<file path="src/design/wlbm_pkg.sv">
// Package for the windowed layer blend mixer: register indexes, effect codes,
// layer bits and the per-channel color arithmetic.
// Used by wlbm_layer_sel and windowed_layer_blend_mixer; depends on nothing.
package wlbm_pkg;

  // Configuration register indexes
  typedef enum logic [2:0] {
    CFG_WIN_ENABLE     = 3'd0,
    CFG_WIN_VBOUNDS    = 3'd1,
    CFG_WIN_IN_MASKS   = 3'd2,
    CFG_WIN_OUT_MASKS  = 3'd3,
    CFG_BLEND_CTRL     = 3'd4,
    CFG_BLEND_WEIGHTS  = 3'd5,
    CFG_BRIGHT_WEIGHT  = 3'd6,
    CFG_BACKDROP       = 3'd7
  } cfg_idx_e;

  // Color effect selected by blend control bits 7..6
  typedef enum logic [1:0] {
    FX_NONE     = 2'd0,
    FX_ALPHA    = 2'd1,
    FX_BRIGHTEN = 2'd2,
    FX_DARKEN   = 2'd3
  } fx_e;

  localparam int unsigned WordW  = 32;
  localparam int unsigned ColorW = 15;
  localparam int unsigned ChanW  = 5;
  localparam int unsigned MaskW  = 8;
  localparam int unsigned LayerW = 6;

  // One-hot layer codes, as in the mask and target fields
  localparam logic [LayerW-1:0] LAYER_BG0      = 6'h01;
  localparam logic [LayerW-1:0] LAYER_BG1      = 6'h02;
  localparam logic [LayerW-1:0] LAYER_BG2      = 6'h04;
  localparam logic [LayerW-1:0] LAYER_SPRITE   = 6'h10;
  localparam logic [LayerW-1:0] LAYER_BACKDROP = 6'h20;

  localparam int unsigned MaskFxBit   = 5;
  localparam int unsigned SemiTranBit = 16;

  localparam logic [7:0]       BACKDROP_PRI  = 8'h30;
  localparam logic [7:0]       WIN_WRAP_MIN  = 8'hE8;
  localparam logic [4:0]       WEIGHT_MAX    = 5'd16;
  localparam logic [ChanW-1:0] CHAN_MAX      = 5'h1F;

  // Result of layer selection, handed to the effect stage
  typedef struct packed {
    logic [WordW-1:0]  color;     // chosen top word
    logic [LayerW-1:0] top;       // one-hot code of the top layer
    logic [WordW-1:0]  back_st;   // blend partner for a semi-transparent top word, from BG0..BG2 or the backdrop
    logic [LayerW-1:0] top2_st;
    logic [WordW-1:0]  back_fx;   // second layer for the regular alpha effect
    logic [LayerW-1:0] top2_fx;
    logic              fx_en;     // window allows effects
  } sel_t;

  // Weight field clamped to 16
  function automatic logic [4:0] clamp_weight(input logic [4:0] w);
    return (w > WEIGHT_MAX) ? WEIGHT_MAX : w;
  endfunction

  // Vertical window membership for one window
  function automatic logic vert_inside(input logic [15:0] bounds, input logic [7:0] line);
    logic [7:0] t;
    logic [7:0] b;
    logic       hit;
    t   = bounds[15:8];
    b   = bounds[7:0];
    hit = (t == b) && (t >= WIN_WRAP_MIN);
    if (b >= t) begin
      hit = hit || ((line >= t) && (line < b));
    end else begin
      hit = hit || (line >= t) || (line < b);
    end
    return hit;
  endfunction

  // Weighted sum per channel, >>4, saturated at 31
  function automatic logic [ColorW-1:0] alpha_mix(input logic [ColorW-1:0] a,
                                                  input logic [ColorW-1:0] b,
                                                  input logic [4:0] wa,
                                                  input logic [4:0] wb);
    logic [ColorW-1:0] res;
    logic [10:0]       sum;
    res = '0;
    for (int c = 0; c < 3; c++) begin
      sum = 11'(a[c*ChanW +: ChanW] * wa) + 11'(b[c*ChanW +: ChanW] * wb);
      res[c*ChanW +: ChanW] = (sum[10:4] > 7'(CHAN_MAX)) ? CHAN_MAX : sum[8:4];
    end
    return res;
  endfunction

  // Brighten (up) or darken per channel
  function automatic logic [ColorW-1:0] light_mix(input logic [ColorW-1:0] c,
                                                  input logic [4:0] w,
                                                  input logic up);
    logic [ColorW-1:0] res;
    logic [ChanW-1:0]  v;
    logic [9:0]        prod;
    res = '0;
    for (int k = 0; k < 3; k++) begin
      v = c[k*ChanW +: ChanW];
      if (up) begin
        prod = 10'(CHAN_MAX - v) * 10'(w);
        res[k*ChanW +: ChanW] = v + prod[8:4];
      end else begin
        prod = 10'(v) * 10'(w);
        res[k*ChanW +: ChanW] = v - prod[8:4];
      end
    end
    return res;
  endfunction

endpackage

</file>
<file path="src/design/windowed_layer_blend_mixer.sv">
// Top level of the windowed layer blend mixer: config registers, input
// register, effect logic and result register. Uses wlbm_pkg, wlbm_layer_sel.
//
// Usage:
//  - Pixel channel: in_valid_i / in_stall_o with one port per pixel field.
//    A beat moves on a rising edge with valid high and stall low.
//  - Result channel: out_valid_o / out_stall_i, carrying mixed_pixel_o,
//    either the chosen layer word or an RGB555 effect result in bits 14..0.
//  - Config channel: cfg_valid_i / cfg_ready_o with cfg_index_i and
//    cfg_data_i; ready is always high and each write is registered.
//  - Path: an accepted beat passes the input register, then the mixing
//    logic and the result register, before it reaches the output.
//  - Throughput: one pixel per cycle while the receiver does not stall;
//    the whole mix is one pass of logic between the two registers.
//  - Stall: the two-entry pipe keeps filling while the receiver stalls;
//    in_stall_o rises only once both registers hold a pixel.
//  - Reset: all config registers clear to zero and the pipe empties.
module windowed_layer_blend_mixer (
  input  logic        clk_i,
  input  logic        rst_ni,
  // pixel input
  input  logic        in_valid_i,
  output logic        in_stall_o,
  input  logic [7:0]  scanline_i,
  input  logic [31:0] bg0_word_i,
  input  logic [31:0] bg1_word_i,
  input  logic [31:0] bg2_word_i,
  input  logic [31:0] sprite_word_i,
  input  logic        in_object_window_i,
  input  logic        in_win0_column_i,
  input  logic        in_win1_column_i,
  // result output
  output logic        out_valid_o,
  input  logic        out_stall_i,
  output logic [31:0] mixed_pixel_o,
  // config write
  input  logic        cfg_valid_i,
  output logic        cfg_ready_o,
  input  logic [2:0]  cfg_index_i,
  input  logic [31:0] cfg_data_i
);

  // Config registers
  logic [1:0]  win_enable_q;
  logic [31:0] win_vbounds_q;
  logic [15:0] win_in_masks_q;
  logic [15:0] win_out_masks_q;
  logic [13:0] blend_ctrl_q;
  logic [15:0] blend_weights_q;
  logic [4:0]  bright_weight_q;
  logic [14:0] backdrop_q;

  // Pipe registers
  logic        s1_valid_q;
  logic        s2_valid_q;
  logic        s1_en;
  logic        s2_en;
  logic [7:0]  scanline_q;
  logic [31:0] bg0_q;
  logic [31:0] bg1_q;
  logic [31:0] bg2_q;
  logic [31:0] sprite_q;
  logic        objwin_q;
  logic        col0_q;
  logic        col1_q;
  logic [31:0] mixed_q;
  logic [31:0] mixed_d;

  wlbm_pkg::sel_t sel;
  wlbm_pkg::fx_e  mode;
  logic [4:0]     wa;
  logic [4:0]     wb;
  logic [4:0]     wy;
  logic [5:0]     first_tgt;
  logic [5:0]     second_tgt;
  logic           top_first;

  assign cfg_ready_o = 1'b1;

  // Config writes
  always_ff @(posedge clk_i or negedge rst_ni) begin
    if (!rst_ni) begin
      win_enable_q    <= '0;
      win_vbounds_q   <= '0;
      win_in_masks_q  <= '0;
      win_out_masks_q <= '0;
      blend_ctrl_q    <= '0;
      blend_weights_q <= '0;
      bright_weight_q <= '0;
      backdrop_q      <= '0;
    end else if (cfg_valid_i) begin
      unique case (wlbm_pkg::cfg_idx_e'(cfg_index_i))
        wlbm_pkg::CFG_WIN_ENABLE:    win_enable_q    <= cfg_data_i[1:0];
        wlbm_pkg::CFG_WIN_VBOUNDS:   win_vbounds_q   <= cfg_data_i;
        wlbm_pkg::CFG_WIN_IN_MASKS:  win_in_masks_q  <= cfg_data_i[15:0];
        wlbm_pkg::CFG_WIN_OUT_MASKS: win_out_masks_q <= cfg_data_i[15:0];
        wlbm_pkg::CFG_BLEND_CTRL:    blend_ctrl_q    <= cfg_data_i[13:0];
        wlbm_pkg::CFG_BLEND_WEIGHTS: blend_weights_q <= cfg_data_i[15:0];
        wlbm_pkg::CFG_BRIGHT_WEIGHT: bright_weight_q <= cfg_data_i[4:0];
        wlbm_pkg::CFG_BACKDROP:      backdrop_q      <= cfg_data_i[14:0];
        default: ;
      endcase
    end
  end

  // Pipe advance: each stage moves when the one after it can take the beat
  assign s2_en      = !s2_valid_q || !out_stall_i;
  assign s1_en      = !s1_valid_q || s2_en;
  assign in_stall_o = !s1_en;

  always_ff @(posedge clk_i or negedge rst_ni) begin
    if (!rst_ni) begin
      s1_valid_q <= 1'b0;
      s2_valid_q <= 1'b0;
    end else begin
      if (s1_en) begin
        s1_valid_q <= in_valid_i;
      end
      if (s2_en) begin
        s2_valid_q <= s1_valid_q;
      end
    end
  end

  // Input register
  always_ff @(posedge clk_i) begin
    if (s1_en && in_valid_i) begin
      scanline_q <= scanline_i;
      bg0_q      <= bg0_word_i;
      bg1_q      <= bg1_word_i;
      bg2_q      <= bg2_word_i;
      sprite_q   <= sprite_word_i;
      objwin_q   <= in_object_window_i;
      col0_q     <= in_win0_column_i;
      col1_q     <= in_win1_column_i;
    end
  end

  wlbm_layer_sel u_sel (
    .scanline_i         (scanline_q),
    .bg0_word_i         (bg0_q),
    .bg1_word_i         (bg1_q),
    .bg2_word_i         (bg2_q),
    .sprite_word_i      (sprite_q),
    .in_object_window_i (objwin_q),
    .in_win0_column_i   (col0_q),
    .in_win1_column_i   (col1_q),
    .win_enable_i       (win_enable_q),
    .win_vbounds_i      (win_vbounds_q),
    .win_in_masks_i     (win_in_masks_q),
    .win_out_masks_i    (win_out_masks_q),
    .backdrop_color_i   (backdrop_q),
    .sel_o              (sel)
  );

  assign mode       = wlbm_pkg::fx_e'(blend_ctrl_q[7:6]);
  assign first_tgt  = blend_ctrl_q[5:0];
  assign second_tgt = blend_ctrl_q[13:8];
  assign wa         = wlbm_pkg::clamp_weight(blend_weights_q[4:0]);
  assign wb         = wlbm_pkg::clamp_weight(blend_weights_q[12:8]);
  assign wy         = wlbm_pkg::clamp_weight(bright_weight_q);
  assign top_first  = (first_tgt & sel.top) != '0;

  // Effect: semi-transparent top word blend first, then the window effect
  always_comb begin
    mixed_d = sel.color;
    if (sel.color[wlbm_pkg::SemiTranBit]) begin
      priority if ((sel.top2_st & second_tgt) != '0) begin
        mixed_d = {17'd0, wlbm_pkg::alpha_mix(sel.color[14:0], sel.back_st[14:0], wa, wb)};
      end else if (mode == wlbm_pkg::FX_BRIGHTEN && top_first) begin
        mixed_d = {17'd0, wlbm_pkg::light_mix(sel.color[14:0], wy, 1'b1)};
      end else if (mode == wlbm_pkg::FX_DARKEN && top_first) begin
        mixed_d = {17'd0, wlbm_pkg::light_mix(sel.color[14:0], wy, 1'b0)};
      end else begin
        mixed_d = sel.color;
      end
    end else if (sel.fx_en && top_first) begin
      unique case (mode)
        wlbm_pkg::FX_ALPHA: begin
          if ((sel.top2_fx & second_tgt) != '0) begin
            mixed_d = {17'd0,
                       wlbm_pkg::alpha_mix(sel.color[14:0], sel.back_fx[14:0], wa, wb)};
          end
        end
        wlbm_pkg::FX_BRIGHTEN: mixed_d = {17'd0, wlbm_pkg::light_mix(sel.color[14:0], wy, 1'b1)};
        wlbm_pkg::FX_DARKEN:   mixed_d = {17'd0, wlbm_pkg::light_mix(sel.color[14:0], wy, 1'b0)};
        wlbm_pkg::FX_NONE:     mixed_d = sel.color;
        default:               mixed_d = sel.color;
      endcase
    end
  end

  // Result register
  always_ff @(posedge clk_i) begin
    if (s2_en && s1_valid_q) begin
      mixed_q <= mixed_d;
    end
  end

  assign out_valid_o   = s2_valid_q;
  assign mixed_pixel_o = mixed_q;

endmodule

</file>
<file path="src/design/wlbm_layer_sel.sv">
// Window mask decode and layer priority selection for one pixel.
// Pure logic between the input register and the effect stage; uses wlbm_pkg.
module wlbm_layer_sel (
  input  logic [7:0]  scanline_i,
  input  logic [31:0] bg0_word_i,
  input  logic [31:0] bg1_word_i,
  input  logic [31:0] bg2_word_i,
  input  logic [31:0] sprite_word_i,
  input  logic        in_object_window_i,
  input  logic        in_win0_column_i,
  input  logic        in_win1_column_i,
  input  logic [1:0]  win_enable_i,
  input  logic [31:0] win_vbounds_i,
  input  logic [15:0] win_in_masks_i,
  input  logic [15:0] win_out_masks_i,
  input  logic [14:0] backdrop_color_i,
  output wlbm_pkg::sel_t sel_o
);

  localparam logic [wlbm_pkg::LayerW-1:0] LayerBit [4] = '{
    wlbm_pkg::LAYER_BG0, wlbm_pkg::LAYER_BG1, wlbm_pkg::LAYER_BG2, wlbm_pkg::LAYER_SPRITE
  };

  logic [31:0] lay [4];
  logic [31:0] backdrop;
  logic        w0;
  logic        w1;
  logic [7:0]  mask;
  logic [31:0] color;
  logic [wlbm_pkg::LayerW-1:0] top;

  // Layer under the top one, by priority byte, enabled layers only
  function automatic logic [37:0] find_back(input logic [31:0] l0, input logic [31:0] l1,
                                            input logic [31:0] l2, input logic [31:0] l3,
                                            input logic [31:0] bd, input logic [7:0] m,
                                            input logic [5:0] skip, input logic with_obj);
    logic [31:0] back;
    logic [5:0]  t2;
    logic [31:0] cand [4];
    back    = bd;
    t2      = wlbm_pkg::LAYER_BACKDROP;
    cand[0] = l0;
    cand[1] = l1;
    cand[2] = l2;
    cand[3] = l3;
    for (int i = 0; i < 4; i++) begin
      if ((i < 3 || with_obj) && ((m[5:0] & LayerBit[i]) != '0) &&
          (cand[i][31:24] < back[31:24]) && (skip != LayerBit[i])) begin
        back = cand[i];
        t2   = LayerBit[i];
      end
    end
    return {t2, back};
  endfunction

  assign lay[0]   = bg0_word_i;
  assign lay[1]   = bg1_word_i;
  assign lay[2]   = bg2_word_i;
  assign lay[3]   = sprite_word_i;
  assign backdrop = {wlbm_pkg::BACKDROP_PRI, 9'd0, backdrop_color_i};

  // Vertical window tests
  assign w0 = win_enable_i[0] && wlbm_pkg::vert_inside(win_vbounds_i[15:0], scanline_i);
  assign w1 = win_enable_i[1] && wlbm_pkg::vert_inside(win_vbounds_i[31:16], scanline_i);

  // Window mask: win0 over win1 over object window over outside
  always_comb begin
    priority if (w0 && in_win0_column_i) begin
      mask = win_in_masks_i[7:0];
    end else if (w1 && in_win1_column_i) begin
      mask = win_in_masks_i[15:8];
    end else if (in_object_window_i) begin
      mask = win_out_masks_i[15:8];
    end else begin
      mask = win_out_masks_i[7:0];
    end
  end

  // Top layer; BG0 compares the whole word
  always_comb begin
    color = backdrop;
    top   = wlbm_pkg::LAYER_BACKDROP;
    if ((lay[0] < color) && mask[0]) begin
      color = lay[0];
      top   = wlbm_pkg::LAYER_BG0;
    end
    if ((lay[1][31:24] < color[31:24]) && mask[1]) begin
      color = lay[1];
      top   = wlbm_pkg::LAYER_BG1;
    end
    if ((lay[2][31:24] < color[31:24]) && mask[2]) begin
      color = lay[2];
      top   = wlbm_pkg::LAYER_BG2;
    end
    if ((lay[3][31:24] < color[31:24]) && mask[4]) begin
      color = lay[3];
      top   = wlbm_pkg::LAYER_SPRITE;
    end
  end

  assign sel_o.color = color;
  assign sel_o.top   = top;
  assign sel_o.fx_en = mask[wlbm_pkg::MaskFxBit];
  assign {sel_o.top2_st, sel_o.back_st} =
    find_back(lay[0], lay[1], lay[2], lay[3], backdrop, mask, '0, 1'b0);
  assign {sel_o.top2_fx, sel_o.back_fx} =
    find_back(lay[0], lay[1], lay[2], lay[3], backdrop, mask, top, 1'b1);

endmodule

</file>
<file path="config.mk">
export PLATFORM = sky130hd
export DESIGN_NAME = windowed_layer_blend_mixer
export DESIGN_NICKNAME = d
export VERILOG_FILES = /design/src/design/wlbm_pkg.sv /design/src/design/windowed_layer_blend_mixer.sv /design/src/design/wlbm_layer_sel.sv
export SDC_FILE = /design/constraint.sdc
export NUM_CORES = 1
export LEC_CHECK = 0
export ABC_AREA = 1
export BUFFER_PORTS_ARGS = -buffer_cell sky130_fd_sc_hd__buf_2
export CELL_PAD_IN_SITES_DETAIL_PLACEMENT = 1
export CELL_PAD_IN_SITES_GLOBAL_PLACEMENT = 1
export CORE_MARGIN = 5
export CORE_UTILIZATION = 40
export CTS_CLUSTER_DIAMETER = 200
export CTS_CLUSTER_SIZE = 20
export DETAILED_ROUTE_END_ITERATION = 8
export PLACE_DENSITY = 0.78
export SLEW_MARGIN = 25
export SYNTH_ARGS = -nofsm -noshare
export SYNTH_HDL_FRONTEND = slang
export SYNTH_SLANG_ARGS = --single-unit
export TNS_END_PERCENT = 30
</file>
<file path="constraint.sdc">
create_clock -name clk_i -period 35.8 [get_ports clk_i]
set_input_delay 7.16 -clock clk_i [delete_from_list [all_inputs] [get_ports clk_i]]
set_output_delay 7.16 -clock clk_i [all_outputs]
set_load 0.05 [all_outputs]
</file>
======== Word-level counts from Yosys, hierarchy flattened ========
Index checks and enable logic that the tools add are counted.
word-level totals
  flip-flop bits (word level) ............. 282
  input bits .............................. 179
  output and inout port bits .............. 35
  logic and storage cells ................. 190
operators by class
  add/subtract/negate cells ............... 15
  multipliers ............................. 15
  $lt $le $gt $ge ......................... 27
  eq/ne operators ......................... 16
  mux-type cells .......................... 43
  bitwise logic cells ..................... 3
  reduce and logical (&&, ||, !) cells .... 52
operator list
  kind                   number
  $mux W32               15
  $pmux W32 S4           1
  $mul A5 B5 Y10         9
  $mux W6                14
  $lt A8 B8 Y1           10
  $add A10 B10 Y11       6
  $mux W5                9
  $gt A7 B5 Y1 const B   6
  $ge A8 B8 Y1           4
  $lt A32 B30 Y1         1
  $mux W15               2
  $logic_and A1 B1 Y1    27
  $mul A5 B5 Y9          3
  $mul A6 B6 Y9          3
  $and A6 B6 Y6          3
  $reduce_bool A6 Y1     3
  $sub A5 B5 Y6 const A  3
  $eq A8 B8 Y1           2
  $ge A8 B8 Y1 const B   2
  $reduce_and A2 Y1      8
  $add A5 B5 Y5          3
  $gt A5 B5 Y1 const B   3
  $sub A5 B5 Y5          3
  $eq A3 B3 Y1 const B   4
  other kinds (14)       27

======== Longest topological paths before layout ========
  depth in word-level cells ............... 43
  gate-level depth with buffers ........... 113

======== Hierarchy ========
From an unflattened synthesis, not the netlist that was laid out.
unflattened totals
  cell total of the unflattened synthesis .. 3910
  area total of the unflattened synthesis .. 30374.1 um^2
by module, submodules not included
  module                      times used  cells each  area each (um^2)
  windowed_layer_blend_mixer  1           2797        24219.5
  wlbm_layer_sel              1           1113        6154.7

======== Least setup slack after synthesis ========
Ideal clock, no wire load.
  path kind ............................... register to register
  start point ............................. register scanline_q[5]
  end point ............................... register mixed_q[7] (netlist: mixed_pixel_o[7]) (data pin)
  library setup time ...................... 0.256 ns
  data arrival time ....................... 16.022 ns
  setup slack ............................. 19.523 ns
  cell stages (with the launch flop) ...... 98
  clock period less this slack ............ 16.277 ns
  cells stage by stage .................... edfxtp_1 ha_1 a21oi_1 o21a_1 nand2_1 nor2_1 nor2_2 nand2_2 nand2_4 nand2_2 nand3_2 nand2_4 nand2_2 nor2_1 inv_2 ha_1 nand2_1 nand2_1 (+62 left out) fa_1 fa_1 inv_1 fa_1 inv_1 ha_1 a21oi_1 nor3_1 a211oi_1 nand2_2 nand3_2 nand2_1 nand2_2 nand4_1 nand2_1 nand2_1 nand2_1 nand2_1
between the ends
  word-level cells in the longest chain between the ends .. 42
  elaborated cells on any way between the ends .. 98
  those cells by class .................... add/sub: 5; mul: 5; order compare: 14; eq/ne: 4; mux: 35; bitwise: 3; reduce/logical: 32
RTL lines
  element                                                           RTL line                           RTL
  start, declared                                                   windowed_layer_blend_mixer.sv:58   logic [7:0] scanline_q;
  start signal, assigned                                            windowed_layer_blend_mixer.sv:128  scanline_q <= scanline_i;
  $ge A8 B8 Y1 / $lt A8 B8 Y1 (equally long branches)               wlbm_pkg.sv:72, wlbm_pkg.sv:74
  $logic_or A1 B1 Y1 / $logic_and A1 B1 Y1 (equally long branches)  wlbm_pkg.sv:74, wlbm_pkg.sv:72
  $logic_or A1 B1 Y1 (on tied branches)                             wlbm_pkg.sv:74, wlbm_pkg.sv:72
  $mux W1                                                           wlbm_pkg.sv:71                     if (b >= t) begin
  $logic_and A1 B1 Y1                                               wlbm_layer_sel.sv:64               assign w1 = win_enable_i[1] && wlbm_pkg::vert_inside(win_vbounds_i[31:16], scanline_i);
  $logic_and A1 B1 Y1                                               wlbm_layer_sel.sv:70               end else if (w1 && in_win1_column_i) begin
  $mux W6                                                           wlbm_layer_sel.sv:70
  $mux W6 (*)                                                       wlbm_layer_sel.sv:68               priority if (w0 && in_win0_column_i) begin
  (+27 left out)                                                    n/a
  $add A10 B10 Y11                                                  wlbm_pkg.sv:88                     sum = 11'(a[c*ChanW +: ChanW] * wa) + 11'(b[c*ChanW +: ChanW] * wb);
  $gt A7 B5 Y1                                                      wlbm_pkg.sv:89                     res[c*ChanW +: ChanW] = (sum[10:4] > 7'(CHAN_MAX)) ? CHAN_MAX : sum[8:4];
  $mux W5                                                           wlbm_pkg.sv:89
  $mux W32                                                          windowed_layer_blend_mixer.sv:180  if ((sel.top2_fx & second_tgt) != '0) begin
  $pmux W32 S4                                                      windowed_layer_blend_mixer.sv:178  unique case (mode)
  $mux W32                                                          windowed_layer_blend_mixer.sv:177  end else if (sel.fx_en && top_first) begin
  $mux W32 (*)                                                      windowed_layer_blend_mixer.sv:167  if (sel.color[wlbm_pkg::SemiTranBit]) begin
  via mixed_d[7]                                                    windowed_layer_blend_mixer.sv:67   logic [31:0] mixed_d;
  end signal, assigned                                              windowed_layer_blend_mixer.sv:196  mixed_q <= mixed_d;
  end, declared                                                     windowed_layer_blend_mixer.sv:66   logic [31:0] mixed_q;
Mark *: on every way through the listed nets, which the timed path passes. The rest lies on a longest branch.
A chain may end at the register's enable or synchronous reset.

======== Worst setup path in the final report ========
  start point ............................. register win_vbounds_q[11]
  end point ............................... register mixed_q[7] (netlist: mixed_pixel_o[7]) (data pin)
between the ends
  word-level cells in the longest chain between the ends .. 42
  elaborated cells on any way between the ends .. 91
  those cells by class .................... add/sub: 5; mul: 5; order compare: 13; eq/ne: 5; mux: 33; bitwise: 3; reduce/logical: 27
RTL lines
  element                                              RTL line                           RTL
  start, declared                                      windowed_layer_blend_mixer.sv:45   logic [31:0] win_vbounds_q;
  start signal, assigned                               windowed_layer_blend_mixer.sv:94   wlbm_pkg::CFG_WIN_VBOUNDS: win_vbounds_q <= cfg_data_i;
  $ge A8 B8 Y1 / $eq A8 B8 Y1 (equally long branches)  wlbm_pkg.sv:70                     hit = (t == b) && (t >= WIN_WRAP_MIN);
  $logic_and A1 B1 Y1                                  wlbm_pkg.sv:70
  $logic_or A1 B1 Y1 (2 in series)                     wlbm_pkg.sv:74                     hit = hit || (line >= t) || (line < b);
  $mux W1 (*)                                          wlbm_pkg.sv:71
  $logic_and A1 B1 Y1 (*)                              wlbm_layer_sel.sv:63               assign w0 = win_enable_i[0] && wlbm_pkg::vert_inside(win_vbounds_i[15:0], scanline_i);
  $logic_and A1 B1 Y1 (*)                              wlbm_layer_sel.sv:68
  $mux W6 (*)                                          wlbm_layer_sel.sv:68
  $logic_and A1 B1 Y1                                  wlbm_layer_sel.sv:83               if ((lay[0] < color) && mask[0]) begin
  (+26 left out)                                       n/a
  $add A10 B10 Y11                                     wlbm_pkg.sv:88
  $gt A7 B5 Y1                                         wlbm_pkg.sv:89
  $mux W5                                              wlbm_pkg.sv:89
  $mux W32                                             windowed_layer_blend_mixer.sv:180
  $pmux W32 S4                                         windowed_layer_blend_mixer.sv:178
  $mux W32                                             windowed_layer_blend_mixer.sv:177
  $mux W32 (*)                                         windowed_layer_blend_mixer.sv:167
  via mixed_d[7]                                       windowed_layer_blend_mixer.sv:67
Marked as above.

==> results.sh <==
export IMPL_status="finished clean"
export IMPL_relSlewSlack_pct=24.6
export IMPL_grt_ovfl_total=0
export IMPL_h_tree_depth=1
export IMPL_setup_tns_ns=0
export IMPL_endpoint_kind="flop"
export IMPL_drt_wl_total_um=95800
export IMPL_holdWs_ns=0.491
export IMPL_ys_ff_latch=269
export IMPL_drive_gt1_share_pct=10.2
export IMPL_drc_errors=0
export IMPL_drv_cap=0
export IMPL_place_ws_ns=17.43
export IMPL_worst_path_buf_inv=9
export IMPL_r2r_setup_slack_ns=17.45
export IMPL_start_kind="flop"
export IMPL_grt_use_total_pct=25.2
export IMPL_numCtsBuffers=17
export IMPL_cp_slowest_stage_delay_ns=0.76
export IMPL_p_sw_share_pct=56.1
export IMPL_grt_max_degree=72
export IMPL_initial_core_util_pct=40.2
export IMPL_io_pins=214
export IMPL_hold_class="reg -> reg"
export IMPL_power_density_mw_per_mm2=106
export IMPL_cts_resized=0
export IMPL_synthesis_area_sq_mm=0.0281
export IMPL_fp_dieH_um=275
export IMPL_vias=24577
export IMPL_pwr_share_clk_pct=6.3
export IMPL_power_switching_mw=1.83
export IMPL_postSynthCellCount=3462
export IMPL_io_buffers=212
export IMPL_synth_top_area_cell="edfxtp_1"
export IMPL_timing_final_ws_setup_ns=17.45
export IMPL_grt_antenna_before_repair=4
export IMPL_drv_slew=0
export IMPL_leakage_nw=15.7
export IMPL_viasPerCell=5.36
export IMPL_max_freq_mhz=54.5
export IMPL_syn_avg_cell_area_sq_um=8.11
export IMPL_first_pass_iters=5
export IMPL_intPower_mw=1.43
export IMPL_fin_nets=4364
export IMPL_p_total_mw=3.26
export IMPL_ys_warnings_count=0
export IMPL_grt_pass1_wl_um=150000
export IMPL_synth_top_area_share_pct=18.3
export IMPL_dpl_hpwl_um=78000
export IMPL_arrival_ns=18.69
export IMPL_antenna_left=0
export IMPL_cts_sinks=269
export IMPL_first_global_vias=26142
export IMPL_worst_pin_slew_ns=1.12
export IMPL_period_needed_ns=18.35
export IMPL_crit_family="simple AND/OR/NAND/NOR gates"
export IMPL_fin_crit_sh_pct=51.3
export IMPL_ir_drop_uv=53.4
export IMPL_gp_congestion=0.906
export IMPL_dieArea_sq_mm=0.0756
export IMPL_postCtsHoldBufs=0
export IMPL_ys_flop_type="edfxtp_1"
export IMPL_path_class="reg -> reg"
export IMPL_clk_pin_slew_worst_paths_ns=0.12
export IMPL_synth_edff_count=171
export IMPL_syn2layout_area_growth_pct=9.39
export IMPL_rsz0062_at_grt="no"
export IMPL_crit_path_top_delay_cell="a2111oi_0"
export IMPL_fin_skew_ns=0.0617
export IMPL_cts_setup_buffers=0
export IMPL_clock_latency_ns=0.57
export IMPL_drt_initial_drc_count=1484
export IMPL_crit_required_ns=36.14
export IMPL_cts_root_buf="clkbuf_16"
export IMPL_setup_viol_count_final=0
export IMPL_yosysSeqAreaShare_pct=27.0
export IMPL_async_flop_share_pct=36.4
export IMPL_core_area_sq_mm=0.0698
export IMPL_clockBufferDepth=3
export IMPL_ys_top_cells_by_area="edfxtp_1 18%, ha_1 17%, fa_1 13%"
export IMPL_die_w_um=275
export IMPL_hold_violations=0
export IMPL_combPwrFrac_pct=80.5
export IMPL_worstPathMaxFanout=47
export IMPL_avgRoutedWirePerCell_um=20.9
export IMPL_p_seq_share_pct=13.2
export IMPL_ys_types=64
export IMPL_cts_tree="done"
export IMPL_rows=97
## worst min-delay path: cells and delay by family (launching register included)
family,cells,cell delay [ns]
AND/OR/NAND/NOR,1,0.05
AO/OA/AOI/OAI,1,0.06
flip-flops,1,0.35
## kinds of logic (layout without fill, tap and decap cells)
logic type	count (synthesis)	in the layout	synth area share [%]
other cells	1	8	0.0134
xor+xnor	98	98	3.09
mux	4	4	0.152
buf+inv	682	858	9.32
compound gates	595	595	12.3
fa+ha+maj	552	552	29.3
flops	269	269	27.0
simple gates	1261	1261	18.8
## placed cells by master (no fill, tap or decap), types with 8 or more instances in the layout
cell and instances:
o221ai_1 30, o21ai_1 9, a21oi_1 175, xnor2_1 55, dfrtp_1 98, nand2_1 722, buf_4 43, o21ai_0 255
nor2_1 321, xor2_1 42, nor3_1 20, a211oi_1 21, inv_2 11, o22ai_1 20, a21o_1 23, clkbuf_16 17
inv_1 553, o211ai_1 13, clkinv_1 8, clkbuf_1 10, nand2_2 25, a22o_1 8, edfxtp_1 171, buf_2 211
ha_1 375, nand3_1 74, fa_1 177, or2_2 25, nand4_1 31
## sequential cells by signal (all words and copies together) (netlist names), 12 cells and up
register,cells
win_vbounds_q,32
bg2_q,32
backdrop_q,15
sprite_q,32
mixed_pixel_o,32
bg1_q,32
bg0_q,32
blend_ctrl_q,12
## Yosys cell counts (all sizes together), types with 30 or more instances
library cell and instances:
nand2 754, inv 565, ha 375, nor2 325
o21ai 265, a21oi 177, fa 177, edfxtp 171
dfrtp 98, clkbuf 88, nand3 79, xnor2 55
xor2 43, nand4 33, o221ai 30
## routing by layer
| layer | vias up | part of all wire [%] | GRT usage, % |
|---|---|---|---|
| met1 | 12125 | 42 | 32.6 |
| met3 | 188 | 4.8 | 2.26 |
| met4 | 0 | 4.4 | 8.99 |
| li1 | 11605 | - | - |
| met5 | - | 0 | 0 |
| met2 | 659 | 48 | 44.2 |
## per-stage QoR
| stage | instances | util, % | area (sq um) |
|---|---|---|---|
| finish | 4585 | 44.0 | 30700 |
| global route | 4584 | 44.0 | 30700 |
| CTS | 4584 | 44.0 | 30700 |
| detailed placement | 4554 | 43.3 | 30200 |
| global placement | 4554 | 43.3 | 30200 |
| floorplan | 3468 | - | 28100 |
## power groups by stage
| stage | clock (mW) | sequential [mW] | combinational (mW) |
|---|---|---|---|
| 6_report | 0.205 | 0.431 | 2.63 |
| 2_1_floorplan | 0 | 0.472 | 1.83 |
| 3_3_place_gp | 0 | 0.435 | 2.51 |
| 5_1_grt | 0.220 | 0.435 | 2.97 |
| 3_5_place_dp | 0 | 0.437 | 2.60 |
| 4_1_cts | 0.210 | 0.430 | 2.62 |
## path summary, 6_finish.rpt
kind                                           from             endpoint  cells past startpoint
worst min-delay path            win_out_masks_q[12]  win_out_masks_q[12]                      2
worst max register to register    win_vbounds_q[11]     mixed_pixel_o[7]                     82
worst max-delay path              win_vbounds_q[11]     mixed_pixel_o[7]                     82
min in group asynchronous                    rst_ni   win_out_masks_q[1]                      1
worst min register to register  win_out_masks_q[12]  win_out_masks_q[12]                      2
max in group asynchronous                    rst_ni  win_out_masks_q[13]                      2
## area by class of cell
cell class	instances	area, sq um
Clock inverter	3	22.5
Inverter	573	2160
Tap cell	940	1180
Multi-Input combinational cell	2517	17900
Fill cell	8592	39100
Antenna cell	1	2.50
Clock buffer	27	463
Sequential cell	269	7590
Timing Repair Buffer	255	1390
Note: power is estimated with default switching activity, not from simulation.
